==> config.mk <==
export PLATFORM = sky130hd
export DESIGN_NAME = decimal_string_to_int64
export DESIGN_NICKNAME = d
export VERILOG_FILES = /design/src/dsti64_pkg.sv /design/src/decimal_string_to_int64.sv /design/src/dsti64_core.sv /design/src/dsti64_out.sv
export SDC_FILE = /design/constraint.sdc
export NUM_CORES = 1
export LEC_CHECK = 0
export ABC_AREA = 1
export BUFFER_PORTS_ARGS = -buffer_cell sky130_fd_sc_hd__buf_2
export CAP_MARGIN = 0
export CORE_MARGIN = 10
export CORE_UTILIZATION = 39
export DETAILED_ROUTE_END_ITERATION = 10
export PLACE_DENSITY = 0.62
export SLEW_MARGIN = 25
export SYNTH_ARGS = -nofsm -noshare
export SYNTH_HDL_FRONTEND = slang
export SYNTH_SLANG_ARGS = --single-unit
==> constraint.sdc <==
create_clock -name i_clk -period 10.9 [get_ports i_clk]
set_input_delay 2.725 -clock i_clk [delete_from_list [all_inputs] [get_ports i_clk]]
set_output_delay 2.725 -clock i_clk [all_outputs]
set_load 0.01 [all_outputs]
==> src/dsti64_pkg.sv <==
`default_nettype none

package dsti64_pkg;

    // parse phase codes
    localparam logic [1:0] PH_START = 2'd0;
    localparam logic [1:0] PH_INT   = 2'd1;
    localparam logic [1:0] PH_FRAC  = 2'd2;
    localparam logic [1:0] PH_FAIL  = 2'd3;

    localparam logic [7:0] CH_MINUS = 8'h2D;
    localparam logic [7:0] CH_DOT   = 8'h2E;
    localparam logic [7:0] CH_ZERO  = 8'h30;
    localparam logic [7:0] RADIX    = 8'd10;

    // finished string handed from the parser to the output stage
    typedef struct packed {
        logic        good;
        logic        neg;
        logic [63:0] mag;
    } t_fin;

endpackage

`default_nettype wire

==> src/decimal_string_to_int64.sv <==
// Decimal string to signed 64-bit integer.
// Input channel (i_valid / o_stall): one beat per character of the string,
// i_is_last on the final beat; i_no_char marks a beat with no character,
// used to close an empty string. Output channel (o_valid / i_stall): one
// beat per string, following its last input beat, with o_value and o_ok.
// A string is taken at one character per cycle while o_stall is low, back
// to back, strings following each other with no gap. The last character
// passes through the input register, then the parser stage (multiply by
// ten, add and overflow check), then the output register (sign applied);
// a stall can hold it between any two of these.
// Reset clears the parse state and empties all stages.
// When the receiver stalls, the held result stays on the outputs; the
// parser keeps taking characters of the next string until a second
// result reaches the stage behind the output register, and o_stall rises
// once the input register also holds a beat.
`default_nettype none

module decimal_string_to_int64 (
    input  wire logic               i_clk,
    input  wire logic               i_rst_n,
    input  wire logic               i_valid,
    output logic                    o_stall,
    input  wire logic [7:0]         i_char_code,
    input  wire logic               i_is_last,
    input  wire logic               i_no_char,
    output logic                    o_valid,
    input  wire logic               i_stall,
    output logic signed [63:0]      o_value,
    output logic                    o_ok
);

    logic              r_in_valid;
    logic [7:0]        r_char_code;
    logic              r_is_last;
    logic              r_no_char;
    logic              fin_valid;
    dsti64_pkg::t_fin  fin;
    logic              adv_out;
    logic              adv_fin;
    logic              adv_in;
    logic              take;

    // each stage loads when empty or when its content moves on
    assign adv_out = !o_valid || !i_stall;
    assign adv_fin = !fin_valid || adv_out;
    assign take    = r_in_valid && adv_fin;
    assign adv_in  = !r_in_valid || adv_fin;
    assign o_stall = !adv_in;

    always_ff @(posedge i_clk) begin
        if (!i_rst_n) begin
            r_in_valid <= 1'b0;
        end else if (adv_in) begin
            r_in_valid <= i_valid;
        end
    end

    always_ff @(posedge i_clk) begin
        if (adv_in && i_valid) begin
            r_char_code <= i_char_code;
            r_is_last   <= i_is_last;
            r_no_char   <= i_no_char;
        end
    end

    dsti64_core u_core (
        .i_clk       (i_clk),
        .i_rst_n     (i_rst_n),
        .i_take      (take),
        .i_adv       (adv_fin),
        .i_char_code (r_char_code),
        .i_is_last   (r_is_last),
        .i_no_char   (r_no_char),
        .o_fin_valid (fin_valid),
        .o_fin       (fin)
    );

    dsti64_out u_out (
        .i_clk       (i_clk),
        .i_rst_n     (i_rst_n),
        .i_adv       (adv_out),
        .i_fin_valid (fin_valid),
        .i_fin       (fin),
        .o_valid     (o_valid),
        .o_value     (o_value),
        .o_ok        (o_ok)
    );

endmodule

`default_nettype wire

==> src/dsti64_core.sv <==
`default_nettype none

module dsti64_core (
    input  wire logic             i_clk,
    input  wire logic             i_rst_n,
    input  wire logic             i_take,
    input  wire logic             i_adv,
    input  wire logic [7:0]       i_char_code,
    input  wire logic             i_is_last,
    input  wire logic             i_no_char,
    output logic                  o_fin_valid,
    output dsti64_pkg::t_fin      o_fin
);

    logic [1:0]        r_phase;
    logic [1:0]        n_phase;
    logic              r_neg;
    logic              n_neg;
    logic [63:0]       r_mag;
    logic [63:0]       n_mag;
    logic              r_fin_valid;
    dsti64_pkg::t_fin  r_fin;
    dsti64_pkg::t_fin  n_fin;

    always_comb begin
        logic [7:0]  dig;
        logic        is_digit;
        logic [67:0] prod;
        logic        skip;

        dig      = i_char_code - dsti64_pkg::CH_ZERO;
        is_digit = dig < dsti64_pkg::RADIX;
        // mag * 10 + digit, carries above bit 63 mean overflow
        prod     = ({4'b0, r_mag} << 3) + ({4'b0, r_mag} << 1) + {60'b0, dig};
        skip     = 1'b0;

        n_phase = r_phase;
        n_neg   = r_neg;
        n_mag   = r_mag;

        if (!i_no_char) begin
            if (n_phase == dsti64_pkg::PH_START) begin
                n_phase = dsti64_pkg::PH_INT;
                if (i_char_code == dsti64_pkg::CH_MINUS) begin
                    n_neg = 1'b1;
                    skip  = 1'b1;
                end
            end
            if (!skip) begin
                case (n_phase)
                    dsti64_pkg::PH_INT: begin
                        if (is_digit) begin
                            if (prod[67:64] != 4'd0) begin
                                n_phase = dsti64_pkg::PH_FAIL;
                            end else begin
                                n_mag = prod[63:0];
                            end
                        end else if (i_char_code == dsti64_pkg::CH_DOT) begin
                            n_phase = dsti64_pkg::PH_FRAC;
                        end else begin
                            n_phase = dsti64_pkg::PH_FAIL;
                        end
                    end
                    dsti64_pkg::PH_FRAC: begin
                        if (!is_digit) begin
                            n_phase = dsti64_pkg::PH_FAIL;
                        end
                    end
                    default: begin
                    end
                endcase
            end
        end

        // magnitude may reach 2^63 only for a negative string
        n_fin.good = (n_phase != dsti64_pkg::PH_FAIL) &&
                     (!n_mag[63] || (n_neg && (n_mag[62:0] == 63'd0)));
        n_fin.neg  = n_neg;
        n_fin.mag  = n_mag;

        if (i_is_last) begin
            n_phase = dsti64_pkg::PH_START;
            n_neg   = 1'b0;
            n_mag   = 64'd0;
        end
    end

    always_ff @(posedge i_clk) begin
        if (!i_rst_n) begin
            r_phase     <= dsti64_pkg::PH_START;
            r_neg       <= 1'b0;
            r_mag       <= 64'd0;
            r_fin_valid <= 1'b0;
        end else begin
            if (i_take) begin
                r_phase <= n_phase;
                r_neg   <= n_neg;
                r_mag   <= n_mag;
            end
            if (i_adv) begin
                r_fin_valid <= i_take && i_is_last;
            end
        end
    end

    always_ff @(posedge i_clk) begin
        if (i_take && i_is_last) begin
            r_fin <= n_fin;
        end
    end

    assign o_fin_valid = r_fin_valid;
    assign o_fin       = r_fin;

endmodule

`default_nettype wire

==> src/dsti64_out.sv <==
`default_nettype none

module dsti64_out (
    input  wire logic                i_clk,
    input  wire logic                i_rst_n,
    input  wire logic                i_adv,
    input  wire logic                i_fin_valid,
    input  wire dsti64_pkg::t_fin    i_fin,
    output logic                     o_valid,
    output logic signed [63:0]       o_value,
    output logic                     o_ok
);

    logic               r_valid;
    logic signed [63:0] r_value;
    logic               r_ok;
    logic signed [63:0] n_value;

    always_comb begin
        if (!i_fin.good) begin
            n_value = 64'sd0;
        end else if (i_fin.neg) begin
            n_value = $signed(64'd0 - i_fin.mag);
        end else begin
            n_value = $signed(i_fin.mag);
        end
    end

    always_ff @(posedge i_clk) begin
        if (!i_rst_n) begin
            r_valid <= 1'b0;
        end else if (i_adv) begin
            r_valid <= i_fin_valid;
        end
    end

    always_ff @(posedge i_clk) begin
        if (i_adv && i_fin_valid) begin
            r_value <= n_value;
            r_ok    <= i_fin.good;
        end
    end

    assign o_valid = r_valid;
    assign o_value = r_value;
    assign o_ok    = r_ok;

endmodule

`default_nettype wire

==> metrics.md, run 1 <==
| Metric | Value |
|---|---|
| Switch share | 0.228 |
| Number of flops mapped to enable cells by yosys | 141 |
| Tmin final | 6.11 ns |
| Setup TNS | 0 ns |
| Final ANT Viol Nets | 0 |
| Rel. slew slack | 0.444 |
| Congestion Overflow GR | 0 |
| Layout cell share with drive strength beyond 1 | 0.0720 |
| Hpwl dp | 37000 microns |
| CP arrival | 3.39 ns |
| Total wire length | 46100 microns |
| Synth Net Count | 2474 |
| Synth unique cells | 45 |
| Core area | 40700 sq um |
| Initial antenna violation count | 0 |
| Crit Path Max Fanout | 3 |
| Warnings, synthesis | 0 |
| Clock-pin slew on the worst setup and hold paths | 0.07 ns |
| Post-synth top area cell | edfxtp_1 |
| Root buf cell | clkbuf_16 |
| Psw | 0.000407 W |
| First-pass GRT wire length | 74600 microns |
| Number of synthesized register bits | 211 |
| Worst-Skew Late Latency | 0.51 ns |
| Hold buffers post-CTS | 0 |
| Post-synthesis cell count | 2327 |
| Fin crit share | 0.561 |
| Top-area cell type share of the netlist area | 0.264 |
| Max Cap Viol | 0 |
| Endpoints failing hold | 0 |
| Number of global-route vias before repair | 13.8k |
| Largest net degree at the start of global routing | 70 |
| Gr usage total | 0.181 |
| Wire per inst | 15.7 microns |
| Internal power | 0.00138 W |
| Area contributors post-synth | edfxtp_1, nand2_1, ha_1 |
| Number of placement rows | 74 |
| Crit start category | input port |
| Asr flop ratio synth | 0 |
| Die width | 223 microns |
| Pwr dens | 101 nW/um^2 |
| Ports | 81 |
| DR iter-0 viols | 1376 |
| Num CTS Buffers | 21 |
| RSZ-0062 raised after global routing | no |
| Pwr Total | 0.00179 W |
| Status | completed |
| Layout Nets | 2535 |
| Vias per cell | 5.04 |
| Vias | 14.8k |
| Clock sinks | 211 |
| Starting Density | 0.394 |
| Seq pwr share | 0.497 |
| Combinational power share | 0.068 |
| Critical Path RT | 8.18 ns |
| CTS tree | built |
| Die Height | 223 microns |
| Post-Place Setup Slack | 4.80 ns |
| PnR worst setup slack | 4.79 ns |
| GPL Wtd Cong | 0.946 |
| Seq/Total Area, Yosys | 0.351 |
| Total Die Area | 49700 sq um |
| Setup Skew | 0.0164 ns |
| Worst Setup End Kind | output port |
| Port bufs | 80 |
| Top FF cell, synth | edfxtp_1 |
| Clk pwr share | 0.435 |
| Setup Buffers After CTS | 0 |
| Netlist Area Pre-Place | 16100 sq um |
| Antenna diode count | 0 |
| Mapped Avg Cell Area | 6.90 sq um |
| Slew Viols, Final | 0 |
| Number of H-tree levels | 1 |
| DR DRC count | 0 |
| Measured slew at the worst slew-check pin | 0.831 ns |
| Area Overhead vs Synth | 10.5% |
| Leak | 8.47 nW |
| Crit path kind | input port to output port |
| Clock Path Buffers | 3 |
| Final setup violation count | 0 |
| Peak supply drop | 0.0997 mV |
| First-pass DRT Iterations | 5 |
| Hold_ws | 0.475 ns |
| Hold/Removal Path Class | flip-flop to flip-flop |
| Peak Freq | 164 MHz |
| Post-CTS Resized | 0 |
[flip-flops by register name, summed over array words and instances, names as in the netlist]
name,cells
r_char_code,8
u_core.r_neg,1
u_out.o_valid,1
r_no_char,1
u_core.o_fin,66
u_out.o_ok,1
u_core.o_fin_valid,1
r_in_valid,1
u_core.r_phase,2
r_is_last,1
u_out.o_value,64
u_core.r_mag,64
[power by group through the flow]
stage / clock network, W / logic, W / registers [W]
after floorplan: 0 / 0.0000834 / 0.000905
after global placement: 0 / 0.000121 / 0.000905
after detailed placement: 0 / 0.000122 / 0.000906
after CTS: 0.000792 / 0.000123 / 0.000889
after global routing: 0.000827 / 0.000139 / 0.000891
final: 0.000777 / 0.000122 / 0.000889
[routing by layer]
layer | share of wire | GRT usage | vias up
li1 | - | - | 7630
met1 | 0.50 | 0.269 | 6726
met2 | 0.43 | 0.277 | 388
met3 | 0.056 | 0.0182 | 37
met4 | 0.016 | 0.0397 | 0
met5 | 0 | 0 | -
[metrics by stage]
step | cells | util | cell area, sq um
5_1_grt | 2935 | 0.436 | 17700
4_1_cts | 2935 | 0.436 | 17700
3_5_place_dp | 2897 | 0.418 | 17000
6_report | 2935 | 0.436 | 17700
2_1_floorplan | 2327 | - | 16100
3_3_place_gp | 2897 | 0.418 | 17000
[cell families (layout without fill, tap and decap cells)]
logic type,count (synthesis),in the layout,synth area share
and+or+nand+nor,1187,1187,0.309
xor gates and xnor gates,43,43,0.0234
DFF,211,211,0.351
adders and majority gates,133,133,0.106
AOI/OAI and AO/OA,343,343,0.112
buffers and inverters,410,486,0.0981
[worst max-delay path, stage by stage]
cell	delay [ns]
buf_2	0.12
nand2_1	0.12
nor2_1	0.14
nand2_1	0.08
inv_1	0.07
buf_2	0.13
[final cells by class]
class                      count  area (sq um)
clock buffer                  28           582
multi-input combinational   1706          8890
fill                        4170         23000
clock inverter                10           154
sequential                   211          5640
timing repair buffer          91           483
tap                          532           666
inverter                     357          1340
[placed cells by master (no fill, tap or decap), types with 3 or more instances in the layout]
master     instances
nor3_1            46
nor2_2             4
dfxtp_1           70
a21oi_1          212
fa_1               6
and3_1             7
xnor2_1           25
a21o_1             5
nor4_1            17
nand2_1          711
buf_2             80
nand3b_1          13
o21bai_1          14
ha_1             127
nor3_2             5
clkbuf_16         21
nor2_1           233
o21a_1             4
clkbuf_8           3
o21ai_1            9
inv_1            350
edfxtp_1         141
bufinv_16          4
o21ai_0           82
nand3_1           95
inv_2              7
or2_2              4
buf_4             11
nand4_1           22
clkbuf_1           4
nand2_2           19
a31oi_1            8
xor2_1            18
[Yosys cell counts (all sizes together) (2+ instances only)]
| library cell | instances |
|---|---|
| a31oi | 8 |
| nor2 | 241 |
| and3 | 7 |
| o21a | 4 |
| clkbuf | 37 |
| edfxtp | 141 |
| inv | 356 |
| nand2 | 731 |
| buf | 16 |
| nand3 | 97 |
| xor2 | 18 |
| xnor2 | 25 |
| or2 | 5 |
| nor3 | 51 |
| dfxtp | 70 |
| a21o | 5 |
| a21oi | 214 |
| ha | 127 |
| nor3b | 2 |
| fa | 6 |
| o21bai | 14 |
| nand4 | 22 |
| nand3b | 13 |
| o21ai | 92 |
| nor4 | 17 |
[path summary, 6_finish.rpt]
check,depth (start not counted),endpoint,slack (ns),start
worst max-delay path,6,o_stall,4.79,i_stall
worst max register to register,29,u_core.o_fin[65],5.42,r_char_code[4]
worst min-delay path,2,u_core.r_mag[4],0.48,u_core.r_mag[4]
worst min register to register,2,u_core.r_mag[4],0.48,u_core.r_mag[4]
Power figures use the tool's default switching activity.
==> run 2: changes to the inputs <==
PLACE_DENSITY = 0.64   (was 0.62)
clock period = 4.95 ns   (was 10.9 ns; I/O delays follow)
==> run 2 against run 1 <==
Net effect: sequential cell count unchanged; critical endpoint is now u_core.o_fin[65]; power increased by 120%; sequential share of layout area is 0.18 points lower.
==> metrics.md, run 2 (synthesis results as in run 1) <==
| Metric | Value |
|---|---|
| GPL Wtd Cong | 0.939 (-0.71%) |
| Port bufs | 80 (unchanged) |
| CP arrival | 4.88 ns (+1.49 ns) |
| Setup Skew | 0.0203 ns (+0.00389 ns) |
| Ports | 81 (unchanged) |
| Antenna diode count | 0 (unchanged) |
| Fillers | 4174 (+0.096%) |
| Worst-Skew Late Latency | 0.51 ns (about the same) |
| Largest net degree at the start of global routing | 69 (-1.4%) |
| DR DRC count | 0 (unchanged) |
| Area Overhead vs Synth | 11.1% |
| Initial antenna violation count | 0 (unchanged) |
| First-pass DRT Iterations | 5 (unchanged) |
| Endpoints failing hold | 0 (unchanged) |
| Clock-pin slew on the worst setup and hold paths | 0.07 ns (about the same) |
| Status | completed |
| Commonest non-fill, non-tap cell in the layout | nand2_1 |
| CTS tree | built |
| Number of global-route vias before repair | 14.1k (+2.0%) |
| Critical Path RT | 5.32 ns (-2.86 ns) |
| Crit path kind | flip-flop to flip-flop |
| Layout cell share with drive strength beyond 1 | 0.0787 (+0.00668) |
| Final setup violation count | 0 (unchanged) |
| Max Cap Viol | 0 (unchanged) |
| Vias | 15.1k (+1.9%) |
| Measured slew at the worst slew-check pin | 0.850 ns (+0.0187 ns) |
| Congestion Overflow GR | 0 (unchanged) |
| Number of placement rows | 74 (unchanged) |
| Num CTS Buffers | 21 (unchanged) |
| Crit path max-delay cell type | fa_1 |
| Fin crit share | 0.911 |
| DR iter-0 viols | 1399 (+1.7%) |
| Rel. slew slack | 0.433 (-0.0104) |
| Gr usage total | 0.189 (+0.00810) |
| Total Die Area | 49700 sq um (unchanged) |
| Most frequent CP cell | nand2_1 |
| Leak | 8.53 nW (+0.73%) |
| Total wire length | 48400 microns (+5.0%) |
| Hold buffers post-CTS | 0 (unchanged) |
| Peak Freq | 222 MHz |
| Peak supply drop | 0.198 mV (+98%) |
| Pwr Total | 0.00385 W (+120%) |
| Most frequent cells in the layout | nand2_1, inv_1, nor2_1, a21oi_1, edfxtp_1 |
| Die width | 223 microns (unchanged) |
| Crit Path Max Fanout | 46 (+43) |
| Starting Density | 0.394 (unchanged) |
| Setup TNS | 0 ns (unchanged) |
| Wire per inst | 16.4 microns (+4.6%) |
| Layout Nets | 2547 (+0.47%) |
| Clock Path Buffers | 3 (unchanged) |
| First-pass GRT wire length | 76500 microns (+2.6%) |
| Final ANT Viol Nets | 0 (unchanged) |
| Crit start category | flip-flop |
| Post-Place Setup Slack | 0.227 ns (-4.57 ns) |
| Slew Viols, Final | 0 (unchanged) |
| PnR worst setup slack | 0.439 ns (-4.35 ns) |
| Largest register FFs | 66 (unchanged) |
| Root buf cell | clkbuf_16 |
| Clock sinks | 211 (unchanged) |
| Hpwl dp | 39700 microns (+7.4%) |
| Tmin final | 4.51 ns |
| Core area | 40700 sq um (unchanged) |
| Vias per cell | 5.11 (+1.5%) |
| Hold_ws | 0.486 ns (+0.0107 ns) |
| Hold/Removal Path Class | flip-flop to flip-flop |
| Pwr dens | 216 nW/um^2 (+110%) |
| Worst Setup End Kind | flip-flop |
| Die Height | 223 microns (unchanged) |
| Number of H-tree levels | 1 (unchanged) |
| Max incr delay on CP | 0.50 ns (+0.36 ns) |
-- run 2: cell types whose count changed in the layout (fill, tap and decap cells not counted), moves of 2 or more --
cell / previous run / this run
buf_12: 0 / 2
buf_4: 11 / 19
bufinv_16: 4 / 1
clkinv_1: 2 / 0
clkinv_4: 0 / 2
inv_4: 0 / 2
-- run 2: final timing paths --
kind / from / end / slack (ns) / cells past startpoint
worst max-delay path: r_char_code[4] / u_core.o_fin[65] / 0.44 / 28
worst min-delay path: u_core.r_mag[4] / u_core.r_mag[4] / 0.49 / 2
worst max register to register: r_char_code[4] / u_core.o_fin[65] / 0.44 / 28
worst min register to register: u_core.r_mag[4] / u_core.r_mag[4] / 0.49 / 2
-- run 2: layout make-up --
class	instances	area [sq um]	share of cell area
Clock inverter	10	100	0.00561
Multi-Input combinational cell	1706	8900	0.498
Timing Repair Buffer	103	609	0.0341
Tap cell	532	666	0.0373
Inverter	357	1340	0.0751
Clock buffer	28	603	0.0338
Sequential cell	211	5640	0.316
-- run 2: per-stage QoR --
stage,util,instance area (sq um),instances
detailed placement,0.419,17100,2904
floorplan,-,16100,2327
CTS,0.436,17800,2942
global placement,0.419,17100,2904
finish,0.438,17800,2947
global route,0.438,17800,2947
-- run 2: timing repair --
action | 4_1_cts | 5_1_grt
endpoints found under the setup margin | 0 | 1
gates resized for setup | 0 | 9
buffers inserted | 0 | 5
-- run 2: report_power, final --
part	leakage (nW)	switching (W)	internal [W]
clock	0.342	0.000688	0.000924
combinational	6.37	0.000190	0.0000860
sequential	1.82	0.0000366	0.00192
-- run 2: metal layers --
layer	up-vias	global-route usage	share of wire
met5	-	0	0
li1	7673	-	-
met1	6892	0.282	0.50
met3	60	0.0153	0.056
met2	432	0.283	0.42
met4	0	0.0580	0.026
-- run 2: critical path: cells and delay by family (launching register included) --
family | cells | cell delay [ns]
buffers and inverters | 2 | 0.23
and+or+nand+nor | 20 | 2.16
AOI/OAI and AO/OA | 2 | 0.25
xor gates and xnor gates | 1 | 0.16
DFF | 1 | 0.46
adders and majority gates | 3 | 1.10
